--- src/design/bur_pkg.sv ---
package bur_pkg;

	localparam int unsigned CLOCK_HZ = 16000000;
	localparam int unsigned BAUD_SPECIAL = 57600;
	localparam int unsigned CLOCK_SPECIAL = 16000000;
	localparam int unsigned MAX_DEPTH_DEF = 256;
	localparam int unsigned MAX_LOG2_LIMIT = 8;

	localparam int unsigned CFG_IDX_W = 3;
	localparam int unsigned CFG_DATA_W = 21;
	localparam int unsigned BAUD_W = 21;
	localparam int unsigned LG_W = 4;
	localparam int unsigned DIVISOR_W = 12;
	localparam int unsigned OVF_W = 16;

	localparam int unsigned K_DBL_INT = CLOCK_HZ / 4;
	localparam int unsigned K_SGL_INT = CLOCK_HZ / 8;
	localparam int unsigned DIV_W = $clog2(K_DBL_INT + 1);
	localparam logic [DIV_W-1:0] K_DBL = DIV_W'(K_DBL_INT);
	localparam logic [DIV_W-1:0] K_SGL = DIV_W'(K_SGL_INT);
	localparam bit CLOCK_IS_SPECIAL = (CLOCK_HZ == CLOCK_SPECIAL);
	localparam logic [BAUD_W-1:0] BAUD_SPECIAL_V = BAUD_W'(BAUD_SPECIAL);
	localparam logic [DIVISOR_W-1:0] DIVISOR_MAX = '1;

	localparam logic [CFG_IDX_W-1:0] REG_PORT_OPEN = 3'd0;
	localparam logic [CFG_IDX_W-1:0] REG_NONBLOCKING = 3'd1;
	localparam logic [CFG_IDX_W-1:0] REG_RX_SIZE_LOG2 = 3'd2;
	localparam logic [CFG_IDX_W-1:0] REG_TX_SIZE_LOG2 = 3'd3;
	localparam logic [CFG_IDX_W-1:0] REG_BAUD_RATE = 3'd4;

	localparam logic [BAUD_W-1:0] BAUD_RESET = 21'd57600;
	localparam logic [LG_W-1:0] SIZE_LOG2_RESET = 4'd6;

	localparam logic [2:0] REQ_RX_PUSH = 3'd0;
	localparam logic [2:0] REQ_READ = 3'd1;
	localparam logic [2:0] REQ_PEEK = 3'd2;
	localparam logic [2:0] REQ_WRITE = 3'd3;
	localparam logic [2:0] REQ_TX_POP = 3'd4;
	localparam logic [2:0] REQ_FLUSH = 3'd5;

	localparam logic [2:0] STS_OK = 3'd0;
	localparam logic [2:0] STS_EMPTY = 3'd1;
	localparam logic [2:0] STS_FULL_DROPPED = 3'd2;
	localparam logic [2:0] STS_CLOSED = 3'd3;
	localparam logic [2:0] STS_FULL_RETRY = 3'd4;

	typedef struct packed {
		logic [2:0] req_type;
		logic [7:0] data_byte;
	} req_t;

	typedef struct packed {
		logic [2:0]           status;
		logic [7:0]           read_byte;
		logic [7:0]           rx_count;
		logic [7:0]           tx_space;
		logic [OVF_W-1:0]     overflow_count;
		logic [DIVISOR_W-1:0] baud_divisor;
		logic                 double_speed;
	} rsp_t;

	function automatic int unsigned max_log2(input int unsigned depth);
		int unsigned lg;
		lg = MAX_LOG2_LIMIT;
		while (lg > 1 && (1 << lg) > depth) begin
			lg = lg - 1;
		end
		return lg;
	endfunction

	function automatic logic [7:0] ring_mask(input logic [LG_W-1:0] lg,
		input logic [LG_W-1:0] lg_max);
		logic [LG_W-1:0] e;
		logic [8:0]      one_hot;
		e = lg;
		if (e < 4'd1) begin
			e = 4'd1;
		end
		if (e > 4'd8) begin
			e = 4'd8;
		end
		if (e > lg_max) begin
			e = lg_max;
		end
		one_hot = 9'd1 << e;
		return 8'(one_hot - 9'd1);
	endfunction

endpackage

--- src/design/buffered_uart_ring_port.sv ---
// An accepted transaction is registered in stage one, then in the output register.
// Throughput: one transaction per cycle unless the output stalls or the divider runs;
// the rings are synchronous memories read at accept. A bit-serial divider finds the divisor
// after reset and after each baud_rate write, during which no transaction is accepted.
// Reset clears the ring pointers, the overflow count and the registers to their defaults;
// the ring memories are not cleared.
module buffered_uart_ring_port #(
	parameter int unsigned MAX_DEPTH = bur_pkg::MAX_DEPTH_DEF
) (
	input  logic                              clk,
	input  logic                              arst_n,
	input  logic                              cfg_we,
	input  logic [bur_pkg::CFG_IDX_W-1:0]     cfg_index,
	input  logic [bur_pkg::CFG_DATA_W-1:0]    cfg_data,
	input  logic                              in_valid,
	output logic                              in_ready,
	input  bur_pkg::req_t                     in_data,
	output logic                              out_valid,
	input  logic                              out_ready,
	output bur_pkg::rsp_t                     out_data
);

	localparam int unsigned AW = bur_pkg::max_log2(MAX_DEPTH);
	localparam int unsigned DEPTH = 1 << AW;
	localparam int unsigned BI = (bur_pkg::DIV_W > 1) ? $clog2(bur_pkg::DIV_W) : 1;
	localparam logic [bur_pkg::LG_W-1:0] LG_MAX = bur_pkg::LG_W'(AW);

	typedef enum logic [3:0] {
		DS_LOAD = 4'b0001,
		DS_RUN  = 4'b0010,
		DS_DONE = 4'b0100,
		DS_IDLE = 4'b1000
	} div_state_t;

	typedef enum logic [1:0] {
		SEL_NONE = 2'd0,
		SEL_RX   = 2'd1,
		SEL_TX   = 2'd2
	} rsel_t;

	logic                          port_open_q;
	logic                          nonblocking_q;
	logic [bur_pkg::LG_W-1:0]      rx_lg_q;
	logic [bur_pkg::LG_W-1:0]      tx_lg_q;
	logic [bur_pkg::BAUD_W-1:0]    baud_q;

	logic [7:0]                    rx_mask8;
	logic [7:0]                    tx_mask8;
	logic [AW-1:0]                 rx_mask;
	logic [AW-1:0]                 tx_mask;

	logic [AW-1:0]                 rx_head_q, rx_tail_q, tx_head_q, tx_tail_q;
	logic [AW-1:0]                 rx_head_n, rx_tail_n, tx_head_n, tx_tail_n;
	logic [AW-1:0]                 rx_nxt, tx_nxt;
	logic [bur_pkg::OVF_W-1:0]     dropped_q, dropped_n;

	logic [7:0]                    rx_mem [DEPTH];
	logic [7:0]                    tx_mem [DEPTH];
	logic [7:0]                    rx_rd_q, tx_rd_q;
	logic                          rx_we, tx_we;

	logic [2:0]                    status_n;
	rsel_t                         rsel_n;
	logic [7:0]                    rx_count_n, tx_space_n;

	logic                          valid_s1;
	logic [2:0]                    status_s1;
	rsel_t                         rsel_s1;
	logic [7:0]                    rx_count_s1, tx_space_s1;
	logic [bur_pkg::OVF_W-1:0]     ovf_s1;

	logic                          out_valid_q;
	bur_pkg::rsp_t                 out_q;
	logic [7:0]                    read_byte_s1;

	div_state_t                    dstate_q;
	logic [bur_pkg::BAUD_W-1:0]    rem_q;
	logic [bur_pkg::DIV_W-1:0]     quo_q;
	logic [BI-1:0]                 bit_q;
	logic                          u2x_q;
	logic [bur_pkg::DIVISOR_W-1:0] div_q;
	logic                          dbl_q;
	logic                          kbit;
	logic [bur_pkg::BAUD_W:0]      rem_sh;
	logic                          rem_ge;
	logic [bur_pkg::DIV_W-1:0]     quo_half;

	logic                          accept;
	logic                          s1_adv;
	logic                          cfg_empties;
	logic                          cfg_baud;

	assign rx_mask8 = bur_pkg::ring_mask(rx_lg_q, LG_MAX);
	assign tx_mask8 = bur_pkg::ring_mask(tx_lg_q, LG_MAX);
	assign rx_mask = rx_mask8[AW-1:0];
	assign tx_mask = tx_mask8[AW-1:0];

	assign s1_adv = valid_s1 && (!out_valid_q || out_ready);
	assign in_ready = (dstate_q == DS_IDLE) && (!valid_s1 || s1_adv);
	assign accept = in_valid && in_ready;

	assign cfg_empties = cfg_we && (cfg_index == bur_pkg::REG_PORT_OPEN
		|| cfg_index == bur_pkg::REG_RX_SIZE_LOG2 || cfg_index == bur_pkg::REG_TX_SIZE_LOG2
		|| cfg_index == bur_pkg::REG_BAUD_RATE);
	assign cfg_baud = cfg_we && (cfg_index == bur_pkg::REG_BAUD_RATE);

	always_ff @(posedge clk or negedge arst_n) begin
		if (!arst_n) begin
			port_open_q <= 1'b1;
			nonblocking_q <= 1'b0;
			rx_lg_q <= bur_pkg::SIZE_LOG2_RESET;
			tx_lg_q <= bur_pkg::SIZE_LOG2_RESET;
			baud_q <= bur_pkg::BAUD_RESET;
		end else if (cfg_we) begin
			unique case (cfg_index)
				bur_pkg::REG_PORT_OPEN: port_open_q <= cfg_data[0];
				bur_pkg::REG_NONBLOCKING: nonblocking_q <= cfg_data[0];
				bur_pkg::REG_RX_SIZE_LOG2: rx_lg_q <= cfg_data[bur_pkg::LG_W-1:0];
				bur_pkg::REG_TX_SIZE_LOG2: tx_lg_q <= cfg_data[bur_pkg::LG_W-1:0];
				bur_pkg::REG_BAUD_RATE: baud_q <= cfg_data[bur_pkg::BAUD_W-1:0];
				default: ;
			endcase
		end
	end

	always_comb begin
		rx_head_n = rx_head_q;
		rx_tail_n = rx_tail_q;
		tx_head_n = tx_head_q;
		tx_tail_n = tx_tail_q;
		dropped_n = dropped_q;
		status_n = bur_pkg::STS_OK;
		rsel_n = SEL_NONE;
		rx_we = 1'b0;
		tx_we = 1'b0;
		rx_nxt = (rx_head_q + AW'(1)) & rx_mask;
		tx_nxt = (tx_head_q + AW'(1)) & tx_mask;
		if (!port_open_q) begin
			status_n = bur_pkg::STS_CLOSED;
		end else begin
			unique case (in_data.req_type)
				bur_pkg::REQ_RX_PUSH: begin
					if (rx_nxt == rx_tail_q) begin
						status_n = bur_pkg::STS_FULL_DROPPED;
						if (dropped_q != '1) begin
							dropped_n = dropped_q + bur_pkg::OVF_W'(1);
						end
					end else begin
						rx_we = 1'b1;
						rx_head_n = rx_nxt;
					end
				end
				bur_pkg::REQ_READ, bur_pkg::REQ_PEEK: begin
					if (rx_head_q == rx_tail_q) begin
						status_n = bur_pkg::STS_EMPTY;
					end else begin
						rsel_n = SEL_RX;
						if (in_data.req_type == bur_pkg::REQ_READ) begin
							rx_tail_n = (rx_tail_q + AW'(1)) & rx_mask;
						end
					end
				end
				bur_pkg::REQ_WRITE: begin
					if (tx_nxt == tx_tail_q) begin
						status_n = nonblocking_q ? bur_pkg::STS_FULL_DROPPED
							: bur_pkg::STS_FULL_RETRY;
					end else begin
						tx_we = 1'b1;
						tx_head_n = tx_nxt;
					end
				end
				bur_pkg::REQ_TX_POP: begin
					if (tx_head_q == tx_tail_q) begin
						status_n = bur_pkg::STS_EMPTY;
					end else begin
						rsel_n = SEL_TX;
						tx_tail_n = (tx_tail_q + AW'(1)) & tx_mask;
					end
				end
				bur_pkg::REQ_FLUSH: begin
					rx_head_n = rx_tail_q;
					tx_tail_n = tx_head_q;
				end
				default: ;
			endcase
		end
		rx_count_n = 8'((rx_head_n - rx_tail_n) & rx_mask);
		tx_space_n = 8'(tx_mask - ((tx_head_n - tx_tail_n) & tx_mask));
	end

	always_ff @(posedge clk or negedge arst_n) begin
		if (!arst_n) begin
			rx_head_q <= '0;
			rx_tail_q <= '0;
			tx_head_q <= '0;
			tx_tail_q <= '0;
			dropped_q <= '0;
		end else if (cfg_empties) begin
			rx_head_q <= '0;
			rx_tail_q <= '0;
			tx_head_q <= '0;
			tx_tail_q <= '0;
		end else if (accept) begin
			rx_head_q <= rx_head_n;
			rx_tail_q <= rx_tail_n;
			tx_head_q <= tx_head_n;
			tx_tail_q <= tx_tail_n;
			dropped_q <= dropped_n;
		end
	end

	always_ff @(posedge clk) begin
		if (accept && rx_we) begin
			rx_mem[rx_head_q] <= in_data.data_byte;
		end
		if (accept) begin
			rx_rd_q <= rx_mem[rx_tail_q];
		end
	end

	always_ff @(posedge clk) begin
		if (accept && tx_we) begin
			tx_mem[tx_head_q] <= in_data.data_byte;
		end
		if (accept) begin
			tx_rd_q <= tx_mem[tx_tail_q];
		end
	end

	always_ff @(posedge clk or negedge arst_n) begin
		if (!arst_n) begin
			valid_s1 <= 1'b0;
		end else if (accept) begin
			valid_s1 <= 1'b1;
		end else if (s1_adv) begin
			valid_s1 <= 1'b0;
		end
	end

	always_ff @(posedge clk) begin
		if (accept) begin
			status_s1 <= status_n;
			rsel_s1 <= rsel_n;
			rx_count_s1 <= port_open_q ? rx_count_n : 8'd0;
			tx_space_s1 <= port_open_q ? tx_space_n : 8'd0;
			ovf_s1 <= port_open_q ? dropped_n : '0;
		end
	end

	always_comb begin
		unique case (rsel_s1)
			SEL_RX: read_byte_s1 = rx_rd_q;
			SEL_TX: read_byte_s1 = tx_rd_q;
			default: read_byte_s1 = 8'd0;
		endcase
	end

	always_ff @(posedge clk or negedge arst_n) begin
		if (!arst_n) begin
			out_valid_q <= 1'b0;
		end else if (s1_adv) begin
			out_valid_q <= 1'b1;
		end else if (out_ready) begin
			out_valid_q <= 1'b0;
		end
	end

	always_ff @(posedge clk) begin
		if (s1_adv) begin
			out_q.status <= status_s1;
			out_q.read_byte <= read_byte_s1;
			out_q.rx_count <= rx_count_s1;
			out_q.tx_space <= tx_space_s1;
			out_q.overflow_count <= ovf_s1;
			out_q.baud_divisor <= div_q;
			out_q.double_speed <= dbl_q;
		end
	end

	assign out_valid = out_valid_q;
	assign out_data = out_q;

	assign kbit = u2x_q ? bur_pkg::K_DBL[bit_q] : bur_pkg::K_SGL[bit_q];
	assign rem_sh = {rem_q, kbit};
	assign rem_ge = rem_sh >= {1'b0, baud_q};
	assign quo_half = (quo_q - bur_pkg::DIV_W'(1)) >> 1;

	always_ff @(posedge clk or negedge arst_n) begin
		if (!arst_n) begin
			dstate_q <= DS_LOAD;
		end else if (cfg_baud) begin
			dstate_q <= DS_LOAD;
		end else begin
			unique case (dstate_q)
				DS_LOAD: dstate_q <= DS_RUN;
				DS_RUN: begin
					if (bit_q == '0) begin
						dstate_q <= DS_DONE;
					end
				end
				DS_DONE: dstate_q <= DS_IDLE;
				DS_IDLE: dstate_q <= DS_IDLE;
				default: dstate_q <= DS_LOAD;
			endcase
		end
	end

	always_ff @(posedge clk) begin
		unique case (dstate_q)
			DS_LOAD: begin
				rem_q <= '0;
				quo_q <= '0;
				bit_q <= BI'(bur_pkg::DIV_W - 1);
				u2x_q <= !(bur_pkg::CLOCK_IS_SPECIAL && baud_q == bur_pkg::BAUD_SPECIAL_V);
			end
			DS_RUN: begin
				rem_q <= rem_ge ? bur_pkg::BAUD_W'(rem_sh - {1'b0, baud_q})
					: rem_sh[bur_pkg::BAUD_W-1:0];
				quo_q <= {quo_q[bur_pkg::DIV_W-2:0], rem_ge};
				bit_q <= bit_q - BI'(1);
			end
			DS_DONE: begin
				if (baud_q == '0) begin
					div_q <= bur_pkg::DIVISOR_MAX;
					dbl_q <= 1'b1;
				end else begin
					dbl_q <= u2x_q;
					if (quo_q == '0) begin
						div_q <= '0;
					end else if (quo_half > bur_pkg::DIV_W'(bur_pkg::DIVISOR_MAX)) begin
						div_q <= bur_pkg::DIVISOR_MAX;
					end else begin
						div_q <= quo_half[bur_pkg::DIVISOR_W-1:0];
					end
				end
			end
			default: ;
		endcase
	end

`ifndef SYNTHESIS
	a_rx_ptr_in_ring: assert property (@(posedge clk) disable iff (!arst_n)
		((rx_head_q & ~rx_mask) == '0) && ((rx_tail_q & ~rx_mask) == '0))
		else $error("receive pointer outside the ring");

	a_tx_ptr_in_ring: assert property (@(posedge clk) disable iff (!arst_n)
		((tx_head_q & ~tx_mask) == '0) && ((tx_tail_q & ~tx_mask) == '0))
		else $error("transmit pointer outside the ring");

	a_s1_holds: assert property (@(posedge clk) disable iff (!arst_n)
		valid_s1 && out_valid_q && !out_ready |-> !in_ready ##1 valid_s1)
		else $error("stage one lost a transaction while the output stalled");

	a_dropped_monotonic: assert property (@(posedge clk) disable iff (!arst_n)
		1'b1 |=> dropped_q >= $past(dropped_q))
		else $error("overflow count decreased");

	a_baud_restarts_divider: assert property (@(posedge clk) disable iff (!arst_n)
		cfg_baud |=> dstate_q == DS_LOAD && !in_ready)
		else $error("baud write did not restart the divisor computation");
`endif

endmodule

--- config.mk ---
export PLATFORM = sky130hd
export DESIGN_NAME = buffered_uart_ring_port
export DESIGN_NICKNAME = d
export VERILOG_FILES = /design/src/design/bur_pkg.sv /design/src/design/buffered_uart_ring_port.sv
export SDC_FILE = /design/constraint.sdc
export NUM_CORES = 2
export LEC_CHECK = 0
export ABC_AREA = 0
export BUFFER_PORTS_ARGS = -buffer_cell sky130_fd_sc_hd__buf_2
export CORE_MARGIN = 2
export CORE_UTILIZATION = 27
export CTS_CLUSTER_DIAMETER = 200
export DETAILED_ROUTE_END_ITERATION = 6
export PLACE_DENSITY = 0.54
export SLEW_MARGIN = 20
export SYNTH_ARGS = -nofsm -noshare
export SYNTH_HDL_FRONTEND = slang
export SYNTH_SLANG_ARGS = --single-unit
export TNS_END_PERCENT = 1
--- constraint.sdc ---
create_clock -name clk -period 4.5 [get_ports clk]
set_input_delay 0.9 -clock clk [delete_from_list [all_inputs] [get_ports clk]]
set_output_delay 0.9 -clock clk [all_outputs]
set_load 0.005 [all_outputs]
Word-level counts from Yosys, hierarchy flattened
Memory sizes are Yosys's and may differ from the RTL's. A register that Yosys moved wholly into a read port is not among the register bits.
Cells that the tools add are included.

operators by class
  order comparisons = 9
  $add $sub $neg = 13
  bitwise logic cells = 7
  reduce and logical (&&, ||, !) cells = 32
  shifts and indexed selects = 2
  mux-type cells = 69
  equal/unequal tests = 22

operators by type and width
  cell                   number
  $mux 8                 19
  $mux 16                4
  $and 8x8->8            6
  $pmux 8 s2             3
  $pmux 22 s2            1
  $pmux 21 s2            1
  $add 8x1->8 const B    4
  $eq 8x8->1             4
  $mux 4                 8
  $mux 12                2
  $sub 8x8->8            3
  $ge 22x21->1           1
  $logic_not 22->1       1
  $sub 22x1->22 const B  1
  $eq 21x16->1 const B   1
  $gt 21x12->1 const B   1
  $logic_not 21->1       1
  $mux 21                1
  $sub 21x21->21         1
  $mux 1                 20
  $add 16x1->16 const B  1
  $gt 4x4->1 const B     4
  $ne 16x16->1 const B   1
  $shl 1x4->8 const A    2
  other kinds (30)       63

word-level totals
  memories kept = 4
  ROM bits = 64
  bits of input ports = 40
  flip-flop bits (word level) = 240
  logic and storage cells = 189
  bits in writable memories = 4096

memory list
  name              depth  width  rd ports  clocked after memory_dff  write ports  RTL line                        text
  rx_mem            256    8      1         1                         1            buffered_uart_ring_port.sv:57   logic [7:0] rx_mem [DEPTH];
  tx_mem            256    8      1         1                         1            buffered_uart_ring_port.sv:58   logic [7:0] tx_mem [DEPTH];
  (name not given)  32     1      1         1                         0            buffered_uart_ring_port.sv:283  assign kbit = u2x_q ? bur_pkg::K_DBL[bit_q] : bur_pkg::K_SGL[bit_q];
  (name not given)  32     1      1         1                         0            buffered_uart_ring_port.sv:283

Logic depth before layout (Yosys ltp)
  word-level depth = 16
  depth in mapped cells = 22
  gate-level depth less buffers = 20

Least setup slack after synthesis
No wires, ideal clock.

  path type = reg-to-reg
  start = register tx_lg_q[3] in the netlist's numbering
  end = register tx_space_s1[6] (data pin)
  required time = 4.234 ns
  stages on the path, launching flop included = 21
  slack = -0.070 ns
  library setup time = 0.266 ns
  arrival = 4.304 ns
  path buffers = 2
  cell sequence = dfrtp_1 -> clkbuf_1 -> or3_1 -> ha_1 -> xnor2_1 -> nor3_1 -> nor4b_1 -> nand4b_1 -> nand3_1 -> clkbuf_1 -> xnor2_1 -> ha_1 -> inv_1 -> fa_1 -> nor2_1 -> inv_1 -> ha_1 -> nor3_1 -> nand4b_1 -> xor2_1 -> nor2_1

on the way
  cells in the longest elaborated chain, start to end = 16
  elaborated cells on any way between the ends = 20
  those cells by class = add/sub (3); order compare (3); eq/ne (1); shift (1); mux (9); bitwise (3)

ends and longest elaborated chain
  item                      RTL line                        text
  start: declaration        buffered_uart_ring_port.sv:44   logic [bur_pkg::LG_W-1:0] tx_lg_q;
  start signal: assignment  buffered_uart_ring_port.sv:112  tx_lg_q <= bur_pkg::SIZE_LOG2_RESET;
  start signal: assignment  buffered_uart_ring_port.sv:119  bur_pkg::REG_TX_SIZE_LOG2: tx_lg_q <= cfg_data[bur_pkg::LG_W-1:0];
  $lt 4x1->1                bur_pkg.sv:76                   if (e < 4'd1) begin
  $mux 4 (*)                bur_pkg.sv:76
  $gt 4x4->1                bur_pkg.sv:79                   if (e > 4'd8) begin
  $mux 4 (*)                bur_pkg.sv:79
  $gt 4x4->1                bur_pkg.sv:82                   if (e > lg_max) begin
  $mux 4 (*)                bur_pkg.sv:82
  $shl 1x4->8 (*)           bur_pkg.sv:85                   one_hot = 9'd1 << e;
  $sub 8x1->8 (*)           bur_pkg.sv:86                   return 8'(one_hot - 9'd1);
  $and 8x8->8               buffered_uart_ring_port.sv:137  tx_nxt = (tx_head_q + AW'(1)) & tx_mask;
  $eq 8x8->1                buffered_uart_ring_port.sv:164  if (tx_nxt == tx_tail_q) begin
  $mux 8                    buffered_uart_ring_port.sv:164
  $mux 8                    buffered_uart_ring_port.sv:141  unique case (in_data.req_type)
  $mux 8                    buffered_uart_ring_port.sv:138  if (!port_open_q) begin
  $sub 8x8->8               buffered_uart_ring_port.sv:188  tx_space_n = 8'(tx_mask - ((tx_head_n - tx_tail_n) & tx_mask));
  $and 8x8->8               buffered_uart_ring_port.sv:188
  $sub 8x8->8 (*)           buffered_uart_ring_port.sv:188
  end signal: assignment    buffered_uart_ring_port.sv:245  tx_space_s1 <= port_open_q ? tx_space_n : 8'd0;
  end: declaration          buffered_uart_ring_port.sv:69   logic [7:0] rx_count_s1, tx_space_s1;

Every way passes the cells marked *; elsewhere a longest branch is shown, timed or not.
A chain may end at the register's enable or synchronous reset.

Worst setup path in the final report
  start = register rx_lg_q[3] in the netlist's numbering
  end = register rx_count_s1[6] (data pin)

on the way
  cells in the longest elaborated chain, start to end = 15
  elaborated cells on any way between the ends = 20
  those cells by class = add/sub (2); order compare (3); eq/ne (1); shift (1); mux (10); bitwise (3)

ends and longest elaborated chain
  item                                   RTL line                                                        text
  start: declaration                     buffered_uart_ring_port.sv:43                                   logic [bur_pkg::LG_W-1:0] rx_lg_q;
  start signal: assignment               buffered_uart_ring_port.sv:111                                  rx_lg_q <= bur_pkg::SIZE_LOG2_RESET;
  start signal: assignment               buffered_uart_ring_port.sv:118                                  bur_pkg::REG_RX_SIZE_LOG2: rx_lg_q <= cfg_data[bur_pkg::LG_W-1:0];
  $lt 4x1->1                             bur_pkg.sv:76
  $mux 4 (*)                             bur_pkg.sv:76
  $gt 4x4->1                             bur_pkg.sv:79
  $mux 4 (*)                             bur_pkg.sv:79
  $gt 4x4->1                             bur_pkg.sv:82
  $mux 4 (*)                             bur_pkg.sv:82
  $shl 1x4->8 (*)                        bur_pkg.sv:85
  $sub 8x1->8 (*)                        bur_pkg.sv:86
  $and 8x8->8, on equally long branches  buffered_uart_ring_port.sv:136, buffered_uart_ring_port.sv:159
  $eq 8x8->1 or $mux 8 (tied branches)   buffered_uart_ring_port.sv:143, buffered_uart_ring_port.sv:158
  $mux 8, on equally long branches       buffered_uart_ring_port.sv:143, buffered_uart_ring_port.sv:154
  $pmux 8 s2 or $mux 8 (tied branches)   buffered_uart_ring_port.sv:141
  $mux 8                                 buffered_uart_ring_port.sv:138
  $sub 8x8->8                            buffered_uart_ring_port.sv:187                                  rx_count_n = 8'((rx_head_n - rx_tail_n) & rx_mask);
  $and 8x8->8 (*)                        buffered_uart_ring_port.sv:187
  end signal: assignment                 buffered_uart_ring_port.sv:244                                  rx_count_s1 <= port_open_q ? rx_count_n : 8'd0;
  end: declaration                       buffered_uart_ring_port.sv:69

Marked as above.

==> impl_metrics.csv <==
group,metric,value,unit
synthesis,ys_async_sr_fraction,1.952,%
setup_path,critPathLaunchType,"flop",
setup_path,cp_data_required_time,5230,ps
grt,grt.total_usage,13.10,%
synthesis,netlist_instances,7987,
grt,grt_pass1_vias,86700,
setup_path,critical_path_buf_inv_count,1,
synthesis,synthFlopType,"edfxtp_1",
routing,vias,84200,
finish,layout.nets,8979,
sta,fin_crit,4287,ps
setup_path,setup.worst_path.class,"flop to flop",
cts,root_buffer,"clkbuf_16",
routing,detail_route.wl_per_cell,24.77,um
grt,grt_max_degree,136,
routing,route.detailed.drc,0,
finish,post-route-util,31.82,%
floorplanning,core_area,635700,um2
outcome,outcome,"finished clean",
floorplanning,core.rowCount,293,
routing,postRouteAntennaNets,0,
cts,cts_buffers,422,
pwr,p_per_area,414.2,nW/um2
floorplanning,initial_utilization,27.05,%
grt,overflow,0,
cts,clock_path_buffers,4,
pwr,p_leak,61.21,nW
setup_path,critPathArrivalTime,5020,ps
cts,cts_tree,"built",
sta,slew_viol_final,0,
sta,tightest_slew,1195,ps
floorplanning,die_area,643200,um2
finish,num-fill-cells,60200,
grt,grt_first_pass_wirelength,631.4,mm
finish,synthToLayoutAreaGrowth,17.65,%
run,cap_violations,0,
finish,drive_gt1_share,31.92,%
sta,fin_worst_skew,66.91,ps
cts,clk_latency,1010,ps
grt,grt_antenna_before_repair,19,
floorplanning,io_pins,98,
synthesis,yosysSeqAreaShare,75.79,%
setup_path,max_stage_delay,590,ps
routing,initialDrtViolationCount,9080,
synthesis,yosysWarnings,0,
synthesis,synth.area.top_cells,"edfxtp_1, mux4_2, nor2_1",
cts,cts-htree-levels,5,
sta,slew_headroom,20.36,%
cts,clk_pin_slew,60,ps
synthesis,synth_cell_types,87,
worst_hold_path,holdCritPathClass,"input port to flop",
floorplanning,die_w,802.0,um
setup_path,cp_max_fo,4,
sta,period_share,95.27,%
setup_path,crit_path_end_kind,"flop",
synthesis,synth-edff-count,4267,
setup_path,cp_cell_sequence,"or3_1 -> ha_1 -> and2_1 -> o211ai_1 -> a22oi_2 -> xor2_2 -> or4_4 -> a31oi_2 -> o21ai_1 -> nand3_1 -> ha_1 -> buf_4 -> a21oi_1 -> o21bai_1 -> a21o_1 -> a21oi_1 -> xor2_1 -> nor3_2",
sta,setup_violations,0,
pwr,max-vdd-ir-drop,0.0003458,V
routing,routed_wl,436.9,mm
routing,via_per_inst,4.773,
sta,max_freq,233.2,MHz
placed_design,gp_congestion,0.8398,
synthesis,ys_seq_elements,4354,
setup_path,slowest_stage,"or4_4",
placed_design,io_buffers,97,
routing,first_pass_iters,6,
floorplanning,die_y,802.0,um
synthesis,yosys.area.top_type,"edfxtp_1",
synthesis,syn_area,171900,um2
cts,clkSinkCount,4354,
placed_design,placed_cells,16860,
finish,fin_cells,17640,
synthesis,yosysTopAreaCellShare,74.52,%
placed_design,place_hpwl,272.8,mm
sta,hold_viol_final,0,
setup_path,worst_path_dominant_cell_family,"compound AO/OA/AOI/OAI gates",
synthesis,synth_area_per_cell,21.53,um2
[synthesized netlist by cell type (21+ instances only)]
| cell | n |
|---|---|
| o21ai_0 | 96 |
| buf_1 | 61 |
| nand2b_1 | 21 |
| xor2_1 | 36 |
| nor2_1 | 612 |
| inv_1 | 57 |
| nand4_1 | 23 |
| xnor2_1 | 46 |
| clkbuf_1 | 299 |
| dfrtp_1 | 75 |
| and2_1 | 35 |
| nand2_1 | 155 |
| a21oi_1 | 72 |
| nand3_1 | 64 |
| edfxtp_1 | 4267 |
| or3_1 | 22 |
| ha_1 | 58 |
| a22o_1 | 21 |
| nor3_1 | 62 |
| a22oi_1 | 74 |
| mux2i_1 | 44 |
| and3_1 | 23 |
| a211oi_1 | 29 |
| mux4_2 | 1280 |
| nor2b_1 | 33 |
| buf_2 | 101 |
[cell families (layout without fill, tap and decap cells)]
group / Yosys count / count (layout) / synth area share (%)
AO/OA/AOI/OAI: 443 / 443 / 1.724
XOR/XNOR: 83 / 83 / 0.4308
adder cells (fa/ha/maj): 61 / 61 / 0.4570
buffers and inverters: 530 / 1769 / 1.262
flip-flops: 4354 / 4354 / 75.79
multiplexers: 1342 / 1342 / 17.14
other: 1 / 8 / 0.002181
AND/OR/NAND/NOR: 1173 / 1173 / 3.195
[timing repair]
action	CTS	global route
resized for setup	1	33
pin swaps	0	9
hold endpoints to repair	38	0
endpoints found under the setup margin	2	8
hold buffers	1	0
setup buffers	0	2
[where the power goes]
part	total [W]	internal, W	switching (W)
clock	0.0354	0.0201	0.0153
combinational	0.00318	0.00102	0.00216
sequential	0.0452	0.0449	0.000244
total	0.0838	0.0660	0.0177
[registers in the layout, indices dropped and copies added (netlist names), 2 cells and up, named ones only]
signal and cells:
baud_q 21, bit_q 5, div_q 12, dropped_q 16
dstate_q 4, out_data 56, ovf_s1 16, quo_q 22
rem_q 21, rsel_s1 2, rx_count_s1 8, rx_head_q 8
rx_lg_q 4, rx_mem 2048, rx_rd_q 8, rx_tail_q 8
status_s1 3, tx_head_q 8, tx_lg_q 4, tx_mem 2048
tx_rd_q 8, tx_space_s1 8, tx_tail_q 8
[per-layer routing]
layer  GRT usage (%)  share of wire [%]  vias up  wire, um
li1                -                  -    35260         -
met5               0                  0        -         0
met2           21.83                 49     2917    213400
met4           3.236                2.6        0     11520
met3           1.861                6.1      631     26540
met1           18.11                 42    45390    185400
[worst paths after layout]
check | start | end | slack [ps] | cells past startpoint
setup / recovery | rx_lg_q[3] | rx_count_s1[6] | 210 | 18
hold / removal | cfg_data[4] | baud_q[4] | 110 | 3
setup reg to reg | rx_lg_q[3] | rx_count_s1[6] | 210 | 18
hold reg to reg | rx_count_s1[1] | out_data[38] | 410 | 0
max in group asynchronous | arst_n | rx_tail_q[3] | 3160 | 3
min in group asynchronous | arst_n | baud_q[7] | 500 | 2
[stage by stage]
stage               hold WS (ps)  cell area [um2]  setup TNS [ps]  setup slack, ps  total power (W)
finish                     106.0           202300               0            212.7          0.08379
global route               56.12           202300          -9.159           -4.765          0.08634
CTS                        14.79           202100               0            14.59          0.08450
detailed placement         404.5           188400          -2.435           -2.435          0.04916
global placement           402.6           188400          -349.0           -137.9          0.04901
floorplan                  400.3           172000          -42.62           -24.07          0.04765
[placed cells by master (no fill, tap or decap), types with 64 or more instances in the layout]
cell / synthesis / routed
a21oi_1: 72 / 69
a22oi_1: 74 / 73
buf_12: 0 / 69
buf_2: 101 / 88
buf_4: 8 / 772
clkbuf_1: 299 / 82
clkbuf_16: 0 / 427
clkinv_1: 0 / 101
clkinv_2: 0 / 71
dfrtp_1: 75 / 64
edfxtp_1: 4267 / 4267
mux4_2: 1280 / 1280
nand2_1: 155 / 149
nor2_1: 612 / 610
o21ai_0: 96 / 88
[layout make-up]
| cell class | instances | area (um2) | share of cell area (%) |
|---|---|---|---|
| antenna | 5 | 12.51 | 0.006185 |
| timing repair buffer | 938 | 7747 | 3.830 |
| sequential | 4354 | 130300 | 64.44 |
| clock inverter | 261 | 2638 | 1.304 |
| multi-input combinational | 3105 | 39750 | 19.65 |
| inverter | 57 | 216.5 | 0.1070 |
| clock buffer | 513 | 11050 | 5.462 |
| tap | 8407 | 10520 | 5.200 |
[worst min-delay path, stage by stage]
cell	delay [ps]
buf_2	70
nand2_1	30
o21ai_0	60
Power figures use the tool's default switching activity.
